--- src/sv/bmhq_ram.sv ---
// Generic single-write, dual-read RAM with registered read data.
`timescale 1ns / 1ps

module bmhq_ram #(
    parameter int WIDTH = 16,
    parameter int DEPTH = 2,
    localparam int AW = (DEPTH > 1) ? $clog2(DEPTH) : 1
) (
    input  logic             clk,
    input  logic             we,
    input  logic [AW-1:0]    waddr,
    input  logic [WIDTH-1:0] wdata,
    input  logic [AW-1:0]    ra,
    input  logic [AW-1:0]    rb,
    output logic [WIDTH-1:0] qa,
    output logic [WIDTH-1:0] qb
);

    logic [WIDTH-1:0] mem_reg [DEPTH];
    logic [WIDTH-1:0] qa_reg;
    logic [WIDTH-1:0] qb_reg;

    always_ff @(posedge clk)
    begin
        if (we)
        begin
            mem_reg[waddr] <= wdata;
        end
        qa_reg <= mem_reg[ra];
        qb_reg <= mem_reg[rb];
    end

    assign qa = qa_reg;
    assign qb = qb_reg;

endmodule

--- config.mk ---
export PLATFORM = sky130hd
export DESIGN_NAME = bmhq_ram
export DESIGN_NICKNAME = d
export VERILOG_FILES = /design/src/sv/bmhq_ram.sv
export SDC_FILE = /design/constraint.sdc
export NUM_CORES = 1
export LEC_CHECK = 0
export ABC_AREA = 1
export BUFFER_PORTS_ARGS = -buffer_cell sky130_fd_sc_hd__buf_2
export CAP_MARGIN = 25
export CORE_MARGIN = 3
export CORE_UTILIZATION = 30
export CTS_BUF_LIST = sky130_fd_sc_hd__clkbuf_4
export DETAILED_ROUTE_END_ITERATION = 8
export SKIP_LAST_GASP = 1
export SYNTH_ARGS = -nofsm -noshare
export SYNTH_HDL_FRONTEND = slang
export SYNTH_SLANG_ARGS = --single-unit
--- constraint.sdc ---
create_clock -name clk -period 1.6 [get_ports clk]
set_clock_uncertainty 0.05 [all_clocks]
set_input_delay 0.32 -clock clk [delete_from_list [all_inputs] [get_ports clk]]
set_output_delay 0.32 -clock clk [all_outputs]
set_load 0.01 [all_outputs]
# [Word level (Yosys, flattened, before mapping)]
# Memories as Yosys holds them, arrays and structs flattened. A register that Yosys moved wholly into a read port is not among the register bits.
# Index checks and enable logic that the tools add are counted.
[totals] latch_bits=0 wordCells=3 ram_bits=32 memories=1 ff_bits=0 rom_bits=0 out_inout_bits=32
[op_classes] div_mod_pow=0 magnitude_cmp=0 n_eq_ne=0 bitwise_logic=0 n_mul=0 muxes=2 n_shift=0 n_reduce_logical=0 add_sub_neg=0
[mem_list] memory="mem_reg" words=2 width=16 read_ports=2 rd_clocked_by_memory_dff=2 write_ports=1 line_no="19" rtl="logic [WIDTH-1:0] mem_reg [DEPTH];"
[op_table] cell="$mux W1" count=2

# [Longest topological paths before layout]
# Gate-level depths: netlist of run 1.
[logic_depth] word_depth=2 ltp_mapped=5 ltp_nobuf=3

# [Worst setup path after synthesis of run 1]
# OpenSTA, ideal clock, no wires.
[synth_timing] kind="input -> register" start="in we" end="mem mem_reg[0][0] (enable)" path_buffers=0 arrival_ps=1042 stages=2 path_slack_ps=120 cell_sequence="inv_1 -> nor2_1"
[synth_between] elab_chain_len=2
[synth_lines] element="start, declared" line_no="10" rtl="input logic we,"
[synth_lines] element="$mux W1" line_no="25" rtl="if (we)"
[synth_lines] element="$mux W1 (not written as such)" line_no="27" rtl="mem_reg[waddr] <= wdata;"
[synth_lines] element="end, declared" line_no="19"
# Every way passes these cells.

# [Worst setup path after layout of run 1]
[layout_timing] start="reg qb_reg[3], in the netlist qb[3] (read register of mem_reg)" end="out qb[3]"
[layout_lines] element="start, declared" line_no="21" rtl="logic [WIDTH-1:0] qb_reg;"
[layout_lines] element="end, declared" line_no="16" rtl="output logic [WIDTH-1:0] qb"
# No word-level cell between the ends.

==> flow_summary_export.csv, run 1 <==
group,metric,value,unit
timing,rsz0062_at_grt,"no",
timing,slew_headroom,72.5,%
clock_network,cts.clk_slew.worst_paths,0.10,ns
clock_network,clock-sinks,64,
synthesis,synth_xor_area_share,0,%
floorplan,core-area,0.00657,mm²
synthesis,yosysWarnings,0,
pwr,cellLeakagePower,0.00120,µW
synthesis,yosysTopAreaCell,"edfxtp_1",
synthesis,synth_most_common_cell,"nand2_1",
floorplan,ios,53,
timing,clock.fmax,0.815,GHz
critical_path,arrival,0.86,ns
synthesis,syn_area_per_cell,12.2,µm²
synthesis,synth_area_leaders,"edfxtp_1 (46%), dfxtp_1 (30%), nand2_1 (15%)",
placement,place_congestion,0.624,
global_routing,top_usage_layer,"met2",
finish,drive_gt1_share,34.9,%
run,max_cap_viol_count,0,
critical_path,path_delay_family,"flip-flops",
synthesis,synthSimpleGateAreaFrac,18.9,%
worst_hold_path,min-delay-start,"wdata[11]",
critical_path,cp_slowest_stage_delay,0.34,ns
global_routing,use_met1,10.8,%
pwr,p_total,3190,µW
global_routing,grt-ovfl-total,0,
floorplan,die-area,0.00805,mm²
synthesis,muxShareOfSynthArea,0,%
synthesis,synth.top_cell.area_share,45.7,%
global_routing,grt_start_max_net_pins,18,
synthesis,syn-cell-area,0.00210,mm²
timing,hold_viol_final,0,
clock_network,cts_tree,"yes",
clock_network,cts_max_level,3,
clock_network,post_cts_buffers,0,
detailed_routing,viasPerCell,3.83,
critical_path,worstPathBufferInverterCount,1,
detailed_routing,drc,0,
critical_path,start_kind,"flop",
critical_path,end_kind,"primary output",
global_routing,grtUsageMet2,16.5,%
clock_network,clk_latency,0.39,ns
timing,fin_crit,1.23,ns
detailed_routing,route.vias.total,1278,
synthesis,synth_compound_area_share,0,%
synthesis,synthAdderAreaFrac,0,%
finish,fin_area,0.00260,mm²
global_routing,grt_util_all_layers,10.5,%
detailed_routing,wirelength,3800,µm
finish,fill_cells,657,
critical_path,critical_path_class,"reg -> out",
timing,final.setup.tns,0,ns
timing,slew_violations,0,
floorplan,die_h,89.7,µm
detailed_routing,drtAntennaViolNets,0,
global_routing,grt_pass1_vias,1346,
pwr,p_per_area,1230,mW/mm²
clock_network,cts_resized,0,
critical_path,crit_chain,"buf_2",
finish,diodes,0,
synthesis,synth-edff-count,32,
clock_network,ctsLongestPathBuffers,2,
clock_network,root_buffer,"clkbuf_4",
synthesis,synth_flop_cell,"edfxtp_1",
synthesis,yosysSeqAreaShare,76.1,%
clock_network,cts_made_buffers,9,
detailed_routing,post_drt_wl_per_cell,11.4,µm
synthesis,ys_async_sr_fraction,0,%
timing,fin_crit_sh,76.7,%
timing,worstMarginPinSlew,0.413,ns
detailed_routing,drt_pre_antenna_iters,4,
clock_network,ctsHoldBuffers,0,
finish,largest_reg_flops,32,
critical_path,cp-startpoint,"qb[3]",
critical_path,required,1.23,ns
finish,area_delta_synth_final,23.6,%
run_status,status,"finished, final reports clean",
critical_path,path_max_fanout,1,
synthesis,syn_inst,172,
placement,dp_hpwl,2540,µm
placement,place_area,0.00243,mm²
global_routing,grt_pass1_wl,6210,µm
synthesis,synth_fp_nets,193,
pwr,ir_drop,0.319,mV
critical_path,cp_slowest_cell,"dfxtp_1",
timing,setup_viol,0,
synthesis,ys_seq_elements,64,
floorplan,start_util,32.0,%
finish,nets,257,
synthesis,synth_top_cells_by_count,"nand2_1 (85), dfxtp_1 (32), edfxtp_1 (32)",
placement,port_buffers,52,
floorplan,die_x,89.7,µm
critical_path,timing.rr.start,"mem_reg[0][5]",
global_routing,antenna_found_initial,0,
synthesis,synth_top_family_by_area,"simple AND/OR/NAND/NOR gates",
synthesis,synth.distinct_cells,10,
detailed_routing,drtIter0Drc,38,
worst_hold_path,worstHoldPathType,"in -> reg",
floorplan,rows,29,
global_routing,met3_usage,5.26,%
## cell usage in the layout (no fill, tap or decap)
| master | count |
|---|---|
| nand2_1 | 85 |
| buf_2 | 52 |
| edfxtp_1 | 32 |
| dfxtp_1 | 32 |
| nand2_2 | 12 |
| clkbuf_4 | 11 |
| dlygate4sd3_1 | 4 |
| buf_4 | 3 |
| inv_1 | 2 |
| clkinv_1 | 2 |
| clkinv_2 | 2 |
| inv_8 | 1 |
| inv_6 | 1 |
| nor2_2 | 1 |
| bufinv_16 | 1 |
## kinds of logic after synthesis
group | after synthesis
simple gates | 98
flops | 64
buf+inv | 10
## power by group
group | internal [µW] | switching [µW]
clock network | 497 | 526
logic | 113 | 161
registers | 1850 | 42.9
total | 2460 | 731
## metal layers
metal / vias to the layer above / wire length (µm)
met5: - / 0
met3: 7 / 268
met1: 558 / 1580
met4: 0 / 98
li1: 674 / -
met2: 39 / 1850
## final timing paths
kind	to	slack, ns	cells after the start
min reg2reg	qa[1]	0.43	2
min	mem_reg[1][11]	0.06	1
max reg2reg	qa[5]	0.90	2
max	qb[3]	0.37	1
## final cells by class
| type | instances | area [µm²] | share of cell area [%] |
|---|---|---|---|
| clock buffers | 11 | 82.6 | 3.18 |
| clock inverters | 5 | 47.5 | 1.83 |
| inverters | 4 | 27.5 | 1.06 |
| multi-input cells | 98 | 400 | 15.4 |
| flip-flops and latches | 64 | 1600 | 61.6 |
| well taps | 93 | 116 | 4.48 |
| repair buffers | 59 | 323 | 12.4 |
## metrics by stage
stage	std cells	hold WS, ns	setup slack [ns]	util, %
global route	334	0.00373	0.258	39.6
finish	334	0.0635	0.373	39.6
detailed placement	314	0.407	0.443	37.0
global placement	314	0.398	0.461	37.0
floorplan	172	0.369	0.120	-
CTS	330	0.0250	0.324	39.0
Note: power is estimated with default switching activity, not from simulation.
==> inputs of run 2 (changes only) <==
==> constraint.sdc (replaced) <==
create_clock -name clk -period 1.13 [get_ports clk]
set_clock_uncertainty 0.05 [all_clocks]
set_input_delay 0.226 -clock clk [delete_from_list [all_inputs] [get_ports clk]]
set_output_delay 0.226 -clock clk [all_outputs]
set_load 0.01 [all_outputs]
==> flow_summary_export.csv, run 2 (same netlist as run 1, synthesis figures left out) <==
group,metric,value,unit
run_status,failed_checks,"negative setup slack",
clock_network,cts.clk_slew.worst_paths,0.10,ns
worst_hold_path,worstHoldPathType,"in -> reg",
detailed_routing,post_drt_wl_per_cell,11.4,µm
pwr,cellLeakagePower,0.00131,µW
finish,most-common-layout-cells,"nand2_1 (85), buf_2 (48), edfxtp_1 (32), dfxtp_1 (27), dlygate4sd3_1 (16)",
global_routing,grt_util_all_layers,10.9,%
detailed_routing,drc,0,
global_routing,grt-ovfl-total,0,
timing,worstMarginPinSlew,0.291,ns
floorplan,start_util,32.0,%
finish,largest_reg_flops,32,
finish,multi_input_area,400,µm²
global_routing,antenna_found_initial,0,
clock_network,post_cts_buffers,0,
critical_path,arrival,0.85,ns
critical_path,path_delay_family,"flip-flops",
finish,final_common_cell,"nand2_1",
floorplan,rows,29,
global_routing,grt_start_max_net_pins,17,
finish,utilization,43.5,%
detailed_routing,drtIter0Drc,66,
timing,slew_headroom,80.6,%
run,max_cap_viol_count,0,
run_status,status,"complete, but fails checks",
critical_path,path_max_fanout,1,
global_routing,grt_pass1_wl,6550,µm
detailed_routing,drt_pre_antenna_iters,5,
critical_path,crit_chain,"buf_6",
timing,fin_crit_sh,100,%
placement,place_congestion,0.695,
timing,rsz0062_at_grt,"yes",
timing,clock.fmax,0.885,GHz
placement,port_buffers,52,
placement,dp_hpwl,2600,µm
clock_network,ctsLongestPathBuffers,2,
timing,hold_viol_final,0,
timing,holdWs,0.110,ns
timing,setup_viol,1,
clock_network,clk_latency,0.40,ns
critical_path,cp_slowest_cell,"dfxtp_2",
clock_network,clock-sinks,64,
clock_network,cts_tree,"yes",
pwr,p_per_area,1850,mW/mm²
finish,nets,270,
floorplan,core-area,0.00657,mm²
finish,drive_gt1_share,35.8,%
finish,area_delta_synth_final,35.9,%
detailed_routing,wirelength,3950,µm
detailed_routing,viasPerCell,3.93,
timing,slew_violations,0,
critical_path,cp_slowest_stage_delay,0.34,ns
finish,seq_area,0.00161,mm²
floorplan,die-area,0.00805,mm²
critical_path,critical_path_class,"reg -> out",
pwr,ir_drop,0.540,mV
clock_network,cts_made_buffers,9,
critical_path,worstPathBufferInverterCount,1,
detailed_routing,route.vias.total,1364,
floorplan,ios,53,
critical_path,start_kind,"flop",
clock_network,cts_max_level,3,
global_routing,grt_pass1_vias,1467,
critical_path,end_kind,"primary output",
finish,diodes,0,
clock_network,root_buffer,"clkbuf_4",
floorplan,die_x,89.7,µm
finish,fill_cells,624,
critical_path,required,0.85,ns
timing,setup_slack,-0.000162,ns
detailed_routing,drtAntennaViolNets,0,
timing,fin_crit,1.13,ns
floorplan,die_h,89.7,µm
run 2: changes by cell type in the layout (fill, tap and decap cells not counted), sizes merged:
| cell | previous run | this run |
|---|---|---|
| buf | 55 | 56 |
| clkinv | 4 | 1 |
| inv | 4 | 5 |
| dlygate4sd3 | 4 | 16 |
| clkbuf | 11 | 10 |
| bufinv | 1 | 4 |
run 2: cell type report:
type	count	area share, %
clock buffers	10	2.63
clock inverters	6	4.55
inverters	4	0.963
multi-input cells	98	14.0
flip-flops and latches	64	56.3
well taps	93	4.07
repair buffers	72	17.5
run 2: power by group:
group,internal [µW],switching (µW),total (µW)
Clock,1360,789,2150
Combinational,212,241,454
Sequential,2630,62.7,2690
run 2: path summary, 6_finish.rpt:
check	startpoint	to	slack [ns]	cells after the start
setup / recovery	qb[4]	qb[4]	-0.0002	1
hold / removal	ra	qa[5]	0.11	3
setup reg to reg	mem_reg[0][12]	qa[12]	0.41	2
hold reg to reg	mem_reg[0][15]	qb[15]	0.42	2
run 2: routing by layer:
metal	part of all wire (%)	global-route usage, %
met1	38	9.44
met2	53	19.2
met3	5.9	4.92
met4	2.6	8.81
met5	0	0
run 2: what timing repair did:
action / in CTS / in global routing
endpoints found under the hold margin: 32 / 0
hold buffers: 16 / 0
endpoints found under the setup margin: 32 / 32
gates resized for setup: 4 / 5
run 2: through the flow:
step                      instances  total power (µW)  setup TNS (ns)  instance area, µm²  worst slack [ns]
after floorplan                 172              2960               0                2110           0.00826
after global placement          315              3140               0                2460             0.130
after detailed placement        315              3150               0                2460             0.119
after CTS                       347              5370          -0.758                2840           -0.0386
after global routing            347              5540           -1.78                2860           -0.0741
final                           347              5300       -0.000162                2860         -0.000162
