**src/sv/bmhq_pkg.sv**
```systemverilog
// Shared types, constants and helpers for the binary min-heap queue.
`timescale 1ns / 1ps

package bmhq_pkg;

    localparam int DEPTH  = 1024;
    localparam int DATA_W = 16;
    localparam int CNT_W  = 11;
    localparam int POS_W  = $clog2(DEPTH + 1);
    localparam int REL_W  = POS_W - 1;
    localparam int NLEV   = POS_W;
    localparam int LVL_W  = $clog2(NLEV + 1);
    localparam int LIDX_W = $clog2(NLEV);
    localparam int CAP_W  = (POS_W > CNT_W) ? POS_W : CNT_W;

    typedef logic signed [DATA_W-1:0] data_t;

    localparam data_t EMPTY_MARK = -16'sd32676;
    localparam logic [CNT_W-1:0] CAP_RESET = 11'd1024;

    localparam logic OP_INSERT = 1'b0;
    localparam logic OP_DELETE = 1'b1;

    typedef enum logic [1:0] {
        ST_DONE  = 2'd0,
        ST_FULL  = 2'd1,
        ST_EMPTY = 2'd2
    } status_t;

    typedef enum logic {
        TK_INS,
        TK_DEL
    } tok_kind_t;

    typedef enum logic [2:0] {
        S_IDLE,
        S_FETCH,
        S_LAUNCH,
        S_RUN,
        S_FINISH
    } state_t;

    typedef struct packed {
        logic             valid;
        tok_kind_t        kind;
        logic [LVL_W-1:0] lvl;
        logic [POS_W-1:0] pos;
        logic [POS_W-1:0] lim;
        data_t            value;
    } token_t;

    typedef struct packed {
        logic             valid;
        logic [POS_W-1:0] pos;
        data_t            data;
    } fill_t;

    typedef struct packed {
        logic             valid;
        logic [POS_W-1:0] pos;
    } fetch_t;

    typedef struct packed {
        logic             we;
        logic [REL_W-1:0] waddr;
        data_t            wdata;
        logic [REL_W-1:0] ra;
        logic [REL_W-1:0] rb;
    } ram_req_t;

    function automatic logic [LVL_W-1:0] pos_level(input logic [POS_W-1:0] p);
        logic [LVL_W-1:0] r;
        r = '0;
        for (int i = 0; i < POS_W; i++)
        begin
            if (p[i])
            begin
                r = LVL_W'(i);
            end
        end
        return r;
    endfunction

    function automatic int level_depth(input int l);
        int full;
        int rest;
        full = 1 << l;
        rest = DEPTH + 1 - full;
        return (full < rest) ? full : rest;
    endfunction

endpackage

```
**src/sv/bmhq_cell.sv**
```systemverilog
// One heap level: compare-and-pass step for insert and sift-down.
`timescale 1ns / 1ps

module bmhq_cell import bmhq_pkg::*; (
    input  logic             clk,
    input  logic             rst_n,
    input  logic [LVL_W-1:0] level,
    input  token_t           tok_in,
    output token_t           tok_out,
    input  fill_t            fill_in,
    output fill_t            fill_out,
    input  fetch_t           fetch,
    output ram_req_t         ram_req,
    input  data_t            ram_qa,
    input  data_t            ram_qb,
    output logic             done
);

    token_t tok_out_reg;
    token_t tok_out_next;
    token_t pend_reg;
    token_t pend_next;
    logic   wait_reg;
    logic   wait_next;

    token_t           src;
    logic [POS_W-1:0] mask;
    logic [POS_W-1:0] node;
    logic [REL_W-1:0] node_rel;
    logic [POS_W:0]   c0;
    logic [REL_W-1:0] c0_rel;
    logic             has0;
    logic             has1;
    logic             pick_b;
    data_t            min_val;
    logic [POS_W-1:0] min_pos;

    always_comb
    begin
        src      = wait_reg ? pend_reg : tok_in;
        mask     = (POS_W'(1) << level) - POS_W'(1);
        node     = src.pos >> (src.lvl - level);
        node_rel = REL_W'(node & mask);
        c0       = {src.pos, 1'b0};
        c0_rel   = REL_W'(c0[POS_W-1:0] & mask);
        has0     = c0 <= {1'b0, src.lim};
        has1     = (c0 | (POS_W + 1)'(1)) <= {1'b0, src.lim};
        pick_b   = has1 && ($signed(ram_qb) < $signed(ram_qa));
        min_val  = pick_b ? ram_qb : ram_qa;
        min_pos  = pick_b ? (c0[POS_W-1:0] | POS_W'(1)) : c0[POS_W-1:0];

        tok_out_next  = '0;
        pend_next     = pend_reg;
        wait_next     = 1'b0;
        fill_out      = '0;
        done          = 1'b0;
        ram_req       = '0;
        ram_req.ra    = node_rel;
        ram_req.rb    = c0_rel | REL_W'(1);
        ram_req.waddr = node_rel;
        ram_req.wdata = src.value;

        if (fetch.valid)
        begin
            ram_req.ra = REL_W'(fetch.pos & mask);
            ram_req.rb = '0;
        end

        if (wait_reg)
        begin
            case (pend_reg.kind)
                TK_INS:
                begin
                    tok_out_next = pend_reg;
                    if ($signed(ram_qa) > $signed(pend_reg.value))
                    begin
                        ram_req.we         = 1'b1;
                        tok_out_next.value = ram_qa;
                    end
                end
                TK_DEL:
                begin
                    fill_out.valid = 1'b1;
                    fill_out.pos   = pend_reg.pos;
                    if ($signed(pend_reg.value) > $signed(min_val))
                    begin
                        fill_out.data    = min_val;
                        tok_out_next     = pend_reg;
                        tok_out_next.pos = min_pos;
                        tok_out_next.lvl = level + LVL_W'(1);
                    end
                    else
                    begin
                        fill_out.data = pend_reg.value;
                        done          = 1'b1;
                    end
                end
                default:
                begin
                    done = 1'b0;
                end
            endcase
        end
        else if (tok_in.valid)
        begin
            case (tok_in.kind)
                TK_INS:
                begin
                    if (tok_in.lvl == level)
                    begin
                        ram_req.we = 1'b1;
                        done       = 1'b1;
                    end
                    else
                    begin
                        wait_next = 1'b1;
                        pend_next = tok_in;
                    end
                end
                TK_DEL:
                begin
                    if (tok_in.lvl != level)
                    begin
                        tok_out_next = tok_in;
                    end
                    else if (!has0)
                    begin
                        fill_out.valid = 1'b1;
                        fill_out.pos   = tok_in.pos;
                        fill_out.data  = tok_in.value;
                        done           = 1'b1;
                    end
                    else
                    begin
                        ram_req.ra = c0_rel;
                        wait_next  = 1'b1;
                        pend_next  = tok_in;
                    end
                end
                default:
                begin
                    done = 1'b0;
                end
            endcase
        end

        if (fill_in.valid)
        begin
            ram_req.we    = 1'b1;
            ram_req.waddr = REL_W'(fill_in.pos & mask);
            ram_req.wdata = fill_in.data;
        end
    end

    always_ff @(posedge clk or negedge rst_n)
    begin
        if (!rst_n)
        begin
            tok_out_reg <= '0;
            wait_reg    <= 1'b0;
        end
        else
        begin
            tok_out_reg <= tok_out_next;
            wait_reg    <= wait_next;
        end
    end

    always_ff @(posedge clk)
    begin
        pend_reg <= pend_next;
    end

    assign tok_out = tok_out_reg;

endmodule
```
**config.mk**
```make
export PLATFORM = sky130hd
export DESIGN_NAME = bmhq_cell
export DESIGN_NICKNAME = d
export VERILOG_FILES = /design/src/sv/bmhq_pkg.sv /design/src/sv/bmhq_cell.sv
export SDC_FILE = /design/constraint.sdc
export NUM_CORES = 1
export LEC_CHECK = 0
export BUFFER_PORTS_ARGS = -buffer_cell sky130_fd_sc_hd__buf_2
export CAP_MARGIN = 20
export CORE_MARGIN = 8
export CORE_UTILIZATION = 52
export CTS_CLUSTER_DIAMETER = 100
export CTS_CLUSTER_SIZE = 40
export DETAILED_ROUTE_END_ITERATION = 10
export PLACE_DENSITY = 0.87
export SYNTH_ARGS = -nofsm -noshare
export SYNTH_HDL_FRONTEND = slang
export SYNTH_SLANG_ARGS = --single-unit
```
**constraint.sdc**
```tcl
create_clock -name clk -period 8.13 [get_ports clk]
set_input_delay 0.4065 -clock clk [delete_from_list [all_inputs] [get_ports clk]]
set_output_delay 0.4065 -clock clk [all_outputs]
set_load 0.005 [all_outputs]
```
* After elaboration in Yosys (flattened, before gate mapping) *
Cells that the tools add are included.

cells by class
  multiplexer cells = 47
  reduce and logical (&&, ||, !) cells = 2
  magnitude comparators = 5
  eq/ne operators = 5
  shift-type cells = 2
  add/sub/neg operators = 3
  bitwise gates (word level) = 7

operators with widths
  cell                   number
  $mux 44                8
  $pmux 44 s2            2
  $mux 28                6
  $mux 10                5
  $mux 16                3
  $mux 42                1
  $and 10x10->10         4
  $gt 16x16->1           2
  $mux 27                1
  $le 12x11->1           2
  $mux 20                1
  $mux 1                 18
  $lt 16x16->1           1
  $shr 11x4->10          1
  $shl 1x4->10 const A   1
  $sub 10x2->10 const B  1
  $reduce_and 5->1       1
  $add 4x1->4 const B    1
  $eq 4x4->1             1
  $ne 2x2->1 const B     2
  $ne 4x4->1             1
  $pmux 1 s2             2
  $sub 4x4->4            1
  $not 1->1              3
  2 further kinds        2

word-level totals
  word-level logic and storage cells = 84
  output and inout port bits = 120
  bits in registers = 89

* Longest topological paths before layout *
Gate-level depths: netlist of run 1.

  word-level depth = 10
  gate-level depth with buffers = 25
  depth with buffers taken out = 17

* Worst setup path before layout of run 1 *
OpenSTA, ideal clock, no wires.

  kind = register to output
  from = reg wait_reg
  to = out fill_out[6] (netlist bit)
  arrival = 5413 ps
  required time = 7724 ps
  cell stages (with the launch flop) = 24
  path slack = 2311 ps
  path through = dfrtp_1 -> buf_6 -> buf_2 -> clkbuf_1 -> clkbuf_1 -> mux2i_1 -> ha_1 -> nand3_1 -> or3_4 -> or3_1 -> o21ai_1 -> a21bo_1 -> buf_6 -> buf_12 -> mux2i_2 -> ha_1 -> nand4_1 -> a2111o_1 -> o211ai_1 -> mux2_2 -> nand2b_1 -> clkbuf_1 -> clkbuf_1 -> o21ai_0

RTL lines
  element                 line              source
  from (decl)             bmhq_cell.sv:23   logic wait_reg;
  from (signal assigned)  bmhq_cell.sv:165  wait_reg <= wait_next;
  to (decl)               bmhq_cell.sv:11   output fill_t fill_out,

==> metrics.md, run 1 <==
| Metric | Value |
|---|---|
| Status | finished clean |
| Hold_ws | 0.155 ns |
| 1st-iter DRT viols | 566 |
| Core Footprint | 13300 sq um |
| Root Driver | clkbuf_16 |
| Total CTS buffers | 9 |
| Worst skew pair latency | 0.35 ns |
| Initial antenna violation count | 3 |
| DP HPWL | 18.1 mm |
| Hold Path Class | input pin to async pin |
| Tot GR Track Use | 0.267 |
| M2 GR Usage | 0.432 |
| Most Crowded Layer GR | met2 |
| Die Y | 133 um |
| Placed instance count | 1128 |
| Primary FF master, synth | dfrtp_1 |
| Syn avg cell area | 9.46 sq um |
| Seq/Total Area, Yosys | 0.341 |
| Peak supply drop | 105 uV |
| Final setup TNS | 0 ns |
| Clock Sinks | 88 |
| Non-Filler Instances | 1146 |
| Total grt overflow | 0 |
| Num rows | 42 |
| Layout cells sized above 1 | 0.304 |
| Syn nets | 940 |
| Final wirelength | 23.9 mm |
| DRT antenna net count | 0 |
| #FFs+latches synth | 88 |
| Vias | 7001 |
| Synth-to-Final Area Change | 22.5% |
| Crit path DAT | 6.99 ns |
| Met1 Usage GRT | 0.342 |
| Worst-margin pin slew | 1.02 ns |
| Die area | 17600 sq um |
| Peak Freq | 0.135 GHz |
| Htree depth | 3 |
| EDFF count, synth | 43 |
| Final Skew | 0.00836 ns |
| RSZ-0062 raised after global routing | false |
| Max_slew headroom | 0.321 |
| CP Max Fanout | 37 |
| Synth Instances | 749 |
| Max reg flops | 44 |
| Wire per inst | 20.8 um |
| MaxCap Viol Count | 0 |
| Ys async rst share | 0.511 |
| R2R depth | 18 |
| Filler Cell Count | 1138 |
| Met3 Use GR | 0.0606 |
| Final Power | 1400 uW |
| Worst Setup Start Kind | register |
| Setup violators final | 0 |
| Placer Congestion | 0.949 |
| PwrDens | 161 nW/um^2 |
| Crit Path Class | register to output port |
| Largest net degree at the start of global routing | 54 |
| Distinct cells, synth | 56 |
| First-pass GRT wire length | 38.1 mm |
| YS warnings | 0 |
| Die Wd | 133 um |
| Vias in the first global route | 7043 |
| Final Max Tran Viols | 0 |
| Max clock buf depth | 2 |
| Top-Level Pins | 242 |
| DR pass1 iterations | 5 |
| Nets | 1154 |
| Hold Vio Cnt, Final | 0 |
| CP required | 7.72 ns |
| Tmin final | 7.39 ns |
| IO buf count | 239 |
| Seq. cell area | 2420 sq um |
| Multi-input gate area | 4230 sq um |
| Fin crit share | 0.909 |
| Effective utilization at floorplan | 0.533 |
| P_leak | 0.00425 uW |
| DRC Markers | 0 |
| CTS tree | built |
| Setup crit end kind | output port |
| Commonest non-fill, non-tap cell in the layout | buf_2 |
| Vias/cell | 6.11 |
| Commonest non-fill, non-tap cells in the layout | 239 x buf_2, 68 x ha_1, 63 x inv_1 |
| Synthesized cell area | 7090 sq um |
| Clock slew at reported path FFs | 0.07 ns |
## final cells by class
type / instances / share of cell area
multi-input cells: 551 / 0.488
flip-flops and latches: 88 / 0.278
repair buffers: 250 / 0.147
inverters: 63 / 0.0272
clock buffers: 9 / 0.0259
well taps: 176 / 0.0254
clock inverters: 7 / 0.00764
diodes: 2 / 0.000576
## routing by layer
layer  share of wire  up-vias
li1                -     3245
met1            0.42     3324
met2            0.47      372
met3           0.081       58
met4           0.028        2
met5         0.00034        -
## synthesized netlist by cell type, types with 13 or more instances
library cell	count	area share
a211oi_1	16	0.017
a21oi_1	26	0.018
a221o_1	17	0.024
a22oi_1	19	0.020
a32o_1	13	0.018
a32oi_1	15	0.019
and2_1	21	0.019
clkbuf_1	41	0.022
dfrtp_1	45	0.16
edfxtp_1	43	0.18
ha_1	68	0.12
inv_1	63	0.033
mux2i_1	61	0.086
nand2_1	53	0.028
nor2_1	26	0.014
nor3_1	16	0.011
o21ai_0	60	0.042
## kinds of logic (layout without fill, tap and decap cells)
kind of cell | Yosys count | after routing | share of synthesized area
AO/OA/AOI/OAI | 224 | 224 | 0.218
multiplexers | 81 | 81 | 0.124
flip-flops | 88 | 88 | 0.341
adder cells (fa/ha/maj) | 69 | 69 | 0.123
other | 0 | 2 | 0
buffers and inverters | 110 | 329 | 0.0630
XOR/XNOR | 12 | 12 | 0.0148
AND/OR/NAND/NOR | 165 | 165 | 0.117
## critical path: stages, from the launching register on
cell and delay (ns):
dfrtp_2 0.85, buf_4 0.58, mux2i_1 0.51, inv_1 0.14, ha_1 0.35, nor2b_1 0.14, o21ai_0 0.14, a21oi_1 0.08
o21ai_1 0.23, a21bo_2 0.49, mux2i_2 0.25, ha_1 0.40, nand4_1 0.20, or4_1 0.54, nand2_1 0.08, mux2_2 0.49
nand2b_1 0.54, buf_4 0.35, o21ai_1 0.10, buf_2 0.14
## path summary, 6_finish.rpt
kind / start / endpoint / slack, ns
max in group asynchronous: rst_n / wait_reg$_DFF_PN0_ / 7.54
worst min-delay path: rst_n / tok_out[10]$_DFF_PN0_ / 0.16
min in group clk: tok_in[20] / pend_reg[20]$_DFFE_PP_ / 0.26
worst max register to register: wait_reg$_DFF_PN0_ / tok_out[30]$_DFF_PN0_ / 1.43
worst max-delay path: wait_reg$_DFF_PN0_ / fill_out[13] / 0.74
worst min register to register: pend_reg[23]$_DFFE_PP_ / tok_out[23]$_DFF_PN0_ / 0.54
## stage by stage
stage          setup slack (ns)  area, sq um   util
2_1_floorplan              2.31         7090      -
3_3_place_gp               1.04         8380  0.630
3_5_place_dp              0.929         8390  0.631
4_1_cts                   0.513         8680  0.653
5_1_grt                   0.307         8680  0.653
6_report                  0.738         8680  0.653
## timing repair
action                     in CTS  in global routing
resized for setup               0                  1
buffers inserted                0                  0
setup endpoints to repair       0                  1
hold buffers                    0                  0
## power by group
part	internal (uW)	total [uW]	switching, uW
logic	199	466	268
registers	500	519	19.0
clock network	217	417	200
Power figures use the tool's default switching activity.
==> inputs of run 2 (changes only) <==
==> constraint.sdc (replaced) <==
create_clock -name clk -period 8.13 [get_ports clk]
set_input_delay 1.2195 -clock clk [delete_from_list [all_inputs] [get_ports clk]]
set_output_delay 1.2195 -clock clk [all_outputs]
set_load 0.005 [all_outputs]
==> run 2 against run 1 <==
  * Via count rose by 1.6%
  * Register-to-register slack improved by 0.43 ns
  * Total power grew 0.54%
  * Global-route usage fell by 0.30 points
  * Worst hold slack gained 0.38 ns
  * Count of clock-buffer cells in the layout stayed put
  * Critical path depth is 1 higher
  * Largest power group unchanged
  * Final area is 0.88% higher
  * Maximum frequency decreased by 4.1%
  * Sequential power barely moved
  * Worst setup slack got worse by 0.32 ns
  * Sequential share of layout area decreased by 0.21 points
==> metrics.md, run 2 (synthesized netlist as in run 1, its figures left out) <==
| Metric | Value |
|---|---|
| Status | finished clean |
| Hold Vio Cnt, Final | 0 (unchanged) |
| DR pass1 iterations | 5 (unchanged) |
| Crit path DAT | 6.49 ns (-0.50 ns) |
| Worst skew pair latency | 0.35 ns (about the same) |
| 1st-iter DRT viols | 771 (+36%) |
| Crit Path Class | input pin to output port |
| Layout cells sized above 1 | 0.308 (+0.00397) |
| Non-Filler Instances | 1155 (+0.79%) |
| Vias/cell | 6.16 (+0.84%) |
| Total CTS buffers | 9 (unchanged) |
| First-pass GRT wire length | 37.7 mm (-0.94%) |
| Hold Path Cell Cnt | 2 |
| Max clock buf depth | 2 (unchanged) |
| Peak Freq | 0.130 GHz (-4.1%) |
| Filler Cell Count | 1108 (-2.6%) |
| Initial antenna violation count | 5 (+2) |
| CP required | 6.91 ns (-0.81 ns) |
| Peak supply drop | 98.5 uV (-6.3%) |
| MaxCap Viol Count | 0 (unchanged) |
| Setup crit end kind | output port |
| PwrDens | 161 nW/um^2 (-0.33%) |
| Total grt overflow | 0 (unchanged) |
| Final Skew | 0.00967 ns (+0.00131 ns) |
| CTS tree | built |
| Nets | 1161 (+0.61%) |
| Core Footprint | 13300 sq um (unchanged) |
| Placer Congestion | 0.973 (+2.6%) |
| Final Power | 1410 uW (+0.54%) |
| P_leak | 0.00429 uW (+0.84%) |
| Root Driver | clkbuf_16 |
| Clock Sinks | 88 (unchanged) |
| R2R depth | 18 (unchanged) |
| Setup violators final | 0 (unchanged) |
| Placed instance count | 1134 (+0.53%) |
| Hold Path Class | register to register |
| Htree depth | 3 (unchanged) |
| Num rows | 42 (unchanged) |
| Largest net degree at the start of global routing | 54 (unchanged) |
| Synth-to-Final Area Change | 23.6% |
| Die Wd | 133 um (unchanged) |
| Die area | 17600 sq um (unchanged) |
| Fin crit share | 0.948 (+0.0391) |
| Hold_buf cts | 0 (unchanged) |
| Tmin final | 7.71 ns (+0.318 ns) |
| CTS resizes | 0 (unchanged) |
| Commonest non-fill, non-tap cell in the layout | buf_2 |
| IO buf count | 239 (unchanged) |
| Max_slew headroom | 0.354 (+0.0326) |
| Tot GR Track Use | 0.264 (-0.00303) |
| DP Worst Slack | 0.463 ns (-0.466 ns) |
| Commonest non-fill, non-tap cells in the layout | 239 x buf_2, 68 x ha_1, 63 x inv_1 |
| Max reg flops | 44 (unchanged) |
| Die Y | 133 um (unchanged) |
| Fin worst setup slack | 0.420 ns (-0.318 ns) |
| Vias | 7115 (+1.6%) |
| Effective utilization at floorplan | 0.533 (unchanged) |
| Worst Setup Start Kind | input pin |
| Top-Level Pins | 242 (unchanged) |
| Final Max Tran Viols | 0 (unchanged) |
| Wire per inst | 20.9 um (+0.19%) |
| Worst-margin pin slew | 0.969 ns (-0.0489 ns) |
| Setup bufs post-CTS | 0 (unchanged) |
| Clock slew at reported path FFs | 0.07 ns (about the same) |
| RSZ-0062 raised after global routing | false |
| DRC Markers | 0 (unchanged) |
| DRT antenna net count | 0 (unchanged) |
| DP HPWL | 18.1 mm (+0.14%) |
| Final wirelength | 24.1 mm (+0.97%) |
| CP Max Fanout | 15 (-59%) |
| Vias in the first global route | 6939 (-1.5%) |
| Final setup TNS | 0 ns (unchanged) |
[run 2: routing by layer]
| metal | vias up | routed length (um) | GRT usage |
|---|---|---|---|
| li1 | 3268 | - | - |
| met1 | 3421 | 10100 | 0.344 |
| met2 | 377 | 11500 | 0.420 |
| met3 | 47 | 1920 | 0.0579 |
| met4 | 2 | 565 | 0.100 |
| met5 | - | 9 | 0 |
[run 2: through the flow]
stage	instance area, sq um	utilization	hold WS (ns)
2_1_floorplan	7090	-	0.469
3_3_place_gp	8430	0.634	0.497
3_5_place_dp	8430	0.634	0.501
4_1_cts	8730	0.657	0.529
5_1_grt	8760	0.659	0.561
6_report	8760	0.659	0.532
[run 2: worst paths after layout]
kind | end | slack, ns | start
setup / recovery | fill_out[14] | 0.42 | tok_in[35]
hold / removal | tok_out[38]$_DFF_PN0_ | 0.53 | pend_reg[38]$_DFFE_PP_
setup reg to reg | tok_out[30]$_DFF_PN0_ | 1.86 | wait_reg$_DFF_PN0_
hold reg to reg | tok_out[38]$_DFF_PN0_ | 0.53 | pend_reg[38]$_DFFE_PP_
max in group asynchronous | tok_out[16]$_DFF_PN0_ | 6.75 | rst_n
min in group asynchronous | tok_out[12]$_DFF_PN0_ | 0.84 | rst_n
[run 2: layout make-up]
cell class / count / area (sq um) / share of cell area
multi-input combinational: 551 / 4230 / 0.483
sequential: 88 / 2420 / 0.276
timing repair buffer: 257 / 1340 / 0.153
inverter: 63 / 236 / 0.0270
clock buffer: 9 / 225 / 0.0257
tap: 176 / 220 / 0.0251
clock inverter: 7 / 70.1 / 0.00800
antenna: 4 / 10.0 / 0.00114
[run 2: worst max-delay path, stage by stage]
cell,delay (ns)
buf_2,0.12
mux2i_1,0.34
inv_1,0.19
ha_1,0.34
nand3_1,0.11
or3_4,0.41
or3_1,0.37
o21ai_1,0.15
a21bo_1,0.32
buf_4,0.24
mux2i_2,0.18
ha_1,0.36
nand4_1,0.19
a2111o_1,0.39
o211ai_1,0.11
mux2_2,0.37
nand2b_1,0.45
buf_4,0.36
o21ai_1,0.14
buf_2,0.14
[run 2: report_power, final]
part           internal (uW)  switching [uW]
logic                    204             270
registers                500            20.0
clock network            217             200
total                    921             489
==> inputs of run 3 (changes only) <==
--- a/config.mk
+++ b/config.mk
@@ -5,13 +5,15 @@
 export SDC_FILE = /design/constraint.sdc
 export NUM_CORES = 1
 export LEC_CHECK = 0
+export ABC_AREA = 1
 export BUFFER_PORTS_ARGS = -buffer_cell sky130_fd_sc_hd__buf_2
 export CAP_MARGIN = 20
 export CORE_MARGIN = 8
-export CORE_UTILIZATION = 52
+export CORE_UTILIZATION = 53
 export CTS_CLUSTER_DIAMETER = 100
 export CTS_CLUSTER_SIZE = 40
 export DETAILED_ROUTE_END_ITERATION = 10
+export MAX_ROUTING_LAYER = met4
 export PLACE_DENSITY = 0.87
 export SYNTH_ARGS = -nofsm -noshare
 export SYNTH_HDL_FRONTEND = slang
==> run 3 against run 2 <==
  * Critical path type is now register to output port
  * Critical path depth rose by 5
  * Clock skew barely moved
  * Worst setup slack improved by 0.061 ns
  * Non-clock buffer count fell by 11
  * Synthesized cell count rose by 59%
  * Combinational power rose by 23%
  * Largest cell class unchanged
==> metrics.md, run 3 <==
| Metric | Value |
|---|---|
| Synth area leaders | nand2_1 17%, edfxtp_1 16%, dfrtp_1 14% |
| Peak supply drop | 96.9 uV (-1.6%) |
| Final Skew | 0.0100 ns (+0.000377 ns) |
| Met1 Usage GRT | 0.337 (-0.00672) |
| Fin worst setup slack | 0.481 ns (+0.0610 ns) |
| Total grt overflow | 0 (unchanged) |
| DP HPWL | 21.9 mm (+21%) |
| Die area | 19500 sq um (+10%) |
| Largest net degree at the start of global routing | 60 (+11%) |
| Die Wd | 139 um (+5.1%) |
| M2 GR Usage | 0.489 (+0.0692) |
| Final Max Tran Viols | 0 (unchanged) |
| Hold_buf cts | 0 (unchanged) |
| Non-Filler Instances | 1592 (+38%) |
| Post-synth top cells | 357 x nand2_1, 157 x inv_1, 98 x nand3_1 |
| 1st-iter DRT viols | 852 (+11%) |
| Synth top area share | 0.166 (-0.0164) |
| Placer Congestion | 0.959 (-1.5%) |
| Max reg flops | 44 (unchanged) |
| Comb pwr share | 0.383 (+0.047) |
| Tot GR Track Use | 0.293 (+0.0285) |
| Core Footprint | 15000 sq um (+13%) |
| Primary FF master, synth | dfrtp_1 |
| Clock power share | 0.274 (-0.021) |
| Distinct cells, synth | 43 (-23%) |
| Final Util | 0.641 (-0.0182) |
| Net Switching | 603 uW (+23%) |
| MaxCap Viol Count | 0 (unchanged) |
| Worst Setup Start Kind | register |
| Crit path DAT | 6.43 ns (-0.06 ns) |
| Synth Instances | 1190 (+59%) |
| Most Crowded Layer GR | met2 |
| Fin crit share | 0.941 (-0.00750) |
| Nets | 1586 (+37%) |
| Final setup TNS | 0 ns (unchanged) |
| Top-Level Pins | 242 (unchanged) |
| Clock Sinks | 88 (unchanged) |
| Placed instance count | 1572 (+39%) |
| #FFs+latches synth | 88 (unchanged) |
| Synth-to-Final Area Change | 19.2% |
| Flop pwr share | 0.342 (-0.027) |
| Cell Int Power | 921 uW (about the same) |
| Worst skew pair latency | 0.36 ns (about the same) |
| RSZ-0062 raised after global routing | false |
| Root Driver | clkbuf_16 |
| IO buf count | 239 (unchanged) |
| Htree depth | 3 (unchanged) |
| Worst-margin pin slew | 1.09 ns (+0.120 ns) |
| CP Max Fanout | 59 (+44) |
| Seq/Total Area, Yosys | 0.299 (-0.0419) |
| CP required | 6.91 ns (about the same) |
| Max clock buf depth | 2 (unchanged) |
| YS warnings | 0 (unchanged) |
| Ys async rst share | 0.511 (unchanged) |
| Peak Freq | 0.131 GHz (+0.80%) |
| DRC Markers | 0 (unchanged) |
| Total CTS buffers | 9 (unchanged) |
| Crit Path Class | register to output port |
| Hold Path Class | register to register |
| Setup crit end kind | output port |
| Synthesized cell area | 8080 sq um (+14%) |
| Most frequent cell after synthesis | nand2_1 |
| Max_slew headroom | 0.274 (-0.0799) |
| Final wirelength | 28.3 mm (+18%) |
| PwrDens | 158 nW/um^2 (-1.7%) |
| Switching portion of total power | 0.396 (+0.0485) |
| Final instance area | 9630 sq um (+10%) |
| P_leak | 0.00547 uW (+28%) |
| Commonest non-fill, non-tap cells in the layout | 357 x nand2_1, 239 x buf_2, 157 x inv_1 |
| Commonest non-fill, non-tap cell in the layout | nand2_1 |
| Vias in the first global route | 8762 (+26%) |
| Syn avg cell area | 6.79 sq um (-28%) |
| Vias | 9060 (+27%) |
| CTS resizes | 0 (unchanged) |
| Vias/cell | 5.69 (-7.6%) |
| DP Worst Slack | 0.838 ns (+0.375 ns) |
| Die Y | 139 um (+5.1%) |
| Tmin final | 7.65 ns (-0.0610 ns) |
| Syn nets | 1381 (+47%) |
| Wire per inst | 17.8 um (-15%) |
| Met3 Use GR | 0.0657 (+0.00775) |
| Status | finished clean |
| DRT antenna net count | 0 (unchanged) |
| Synth area leader | nand2_1 |
| First-pass GRT wire length | 44.7 mm (+19%) |
| Effective utilization at floorplan | 0.538 (+0.00445) |
| EDFF count, synth | 43 (unchanged) |
| Placed inst area | 9330 sq um (+11%) |
| CTS tree | built |
| Setup bufs post-CTS | 0 (unchanged) |
| Initial antenna violation count | 4 (-1) |
| Layout cells sized above 1 | 0.205 (-0.103) |
| DR pass1 iterations | 8 (+3) |
| Hold Vio Cnt, Final | 0 (unchanged) |
| Num rows | 45 (+7.1%) |
| Clock slew at reported path FFs | 0.07 ns (about the same) |
| Setup violators final | 0 (unchanged) |
-- run 3: changes by cell type after synthesis, moves of 19 or more --
cell | before | now
nand2_1 | 53 | 357
inv_1 | 63 | 157
nand3_1 | 6 | 98
mux2i_1 | 61 | 0
a21oi_1 | 26 | 80
nand4_1 | 9 | 56
nor2_1 | 26 | 69
o21ai_0 | 60 | 32
o22ai_1 | 10 | 30
a22oi_1 | 19 | 0
-- run 3: kinds of logic after synthesis --
group / Yosys count / synth area share
adder cells (fa/ha/maj): 69 / 0.108
flip-flops: 88 / 0.299
AND/OR/NAND/NOR: 608 / 0.327
buffers and inverters: 216 / 0.108
XOR/XNOR: 14 / 0.0180
AO/OA/AOI/OAI: 195 / 0.140
-- run 3: cell type report --
class | count | area, sq um
inverters | 164 | 616
diodes | 4 | 10.0
repair buffers | 246 | 1250
well taps | 188 | 235
clock inverters | 7 | 72.6
multi-input cells | 886 | 4810
flip-flops and latches | 88 | 2420
clock buffers | 9 | 225
fillers | 1382 | 5400
-- run 3: critical path, stage by stage (launching register included) --
cell	delay, ns
dfrtp_2	1.08
o21a_1	0.35
inv_1	0.13
ha_1	0.34
a21oi_1	0.17
nor2_1	0.06
nor3_1	0.25
nand3_1	0.18
nand2_4	0.23
nand3_4	0.25
nand2_1	0.18
nand2_1	0.07
ha_1	0.29
nand2_1	0.05
inv_1	0.07
nand3_1	0.09
nor3_2	0.18
nand2_1	0.11
nand2_1	0.07
nand2_1	0.06
nand2_2	0.29
nand2_2	0.37
nor2_2	0.73
nand3_1	0.19
nand2_1	0.11
buf_2	0.11
-- run 3: path summary, 6_finish.rpt --
check | from | endpoint | slack, ns | depth (start not counted)
setup / recovery | wait_reg$_DFF_PN0_ | fill_out[2] | 0.48 | 25
hold / removal | pend_reg[41]$_DFFE_PP_ | tok_out[41]$_DFF_PN0_ | 0.52 | 2
setup reg to reg | wait_reg$_DFF_PN0_ | tok_out[38]$_DFF_PN0_ | 1.80 | 25
hold reg to reg | pend_reg[41]$_DFFE_PP_ | tok_out[41]$_DFF_PN0_ | 0.52 | 2
max in group asynchronous | rst_n | wait_reg$_DFF_PN0_ | 6.70 | 2
min in group asynchronous | rst_n | tok_out[39]$_DFF_PN0_ | 0.97 | 2
-- run 3: metrics by stage --
| stage | power (uW) | hold WS, ns |
|---|---|---|
| floorplan | 902 | 0.467 |
| global placement | 1090 | 0.498 |
| detailed placement | 1100 | 0.494 |
| CTS | 1520 | 0.511 |
| global route | 1620 | 0.543 |
| finish | 1520 | 0.516 |
-- run 3: power groups by stage --
stage | combinational (uW) | sequential [uW] | clock (uW)
after detailed placement | 573 | 530 | 0
after global routing | 652 | 524 | 442
after global placement | 561 | 529 | 0
final | 584 | 522 | 418
after CTS | 576 | 521 | 423
after floorplan | 378 | 525 | 0
-- run 3: per-layer routing --
metal	share of wire	wire, um	up-vias
li1	-	-	4367
met4	0.028	781	0
met1	0.40	11300	4150
met3	0.087	2460	61
met2	0.49	13800	482
met5	0	0	-
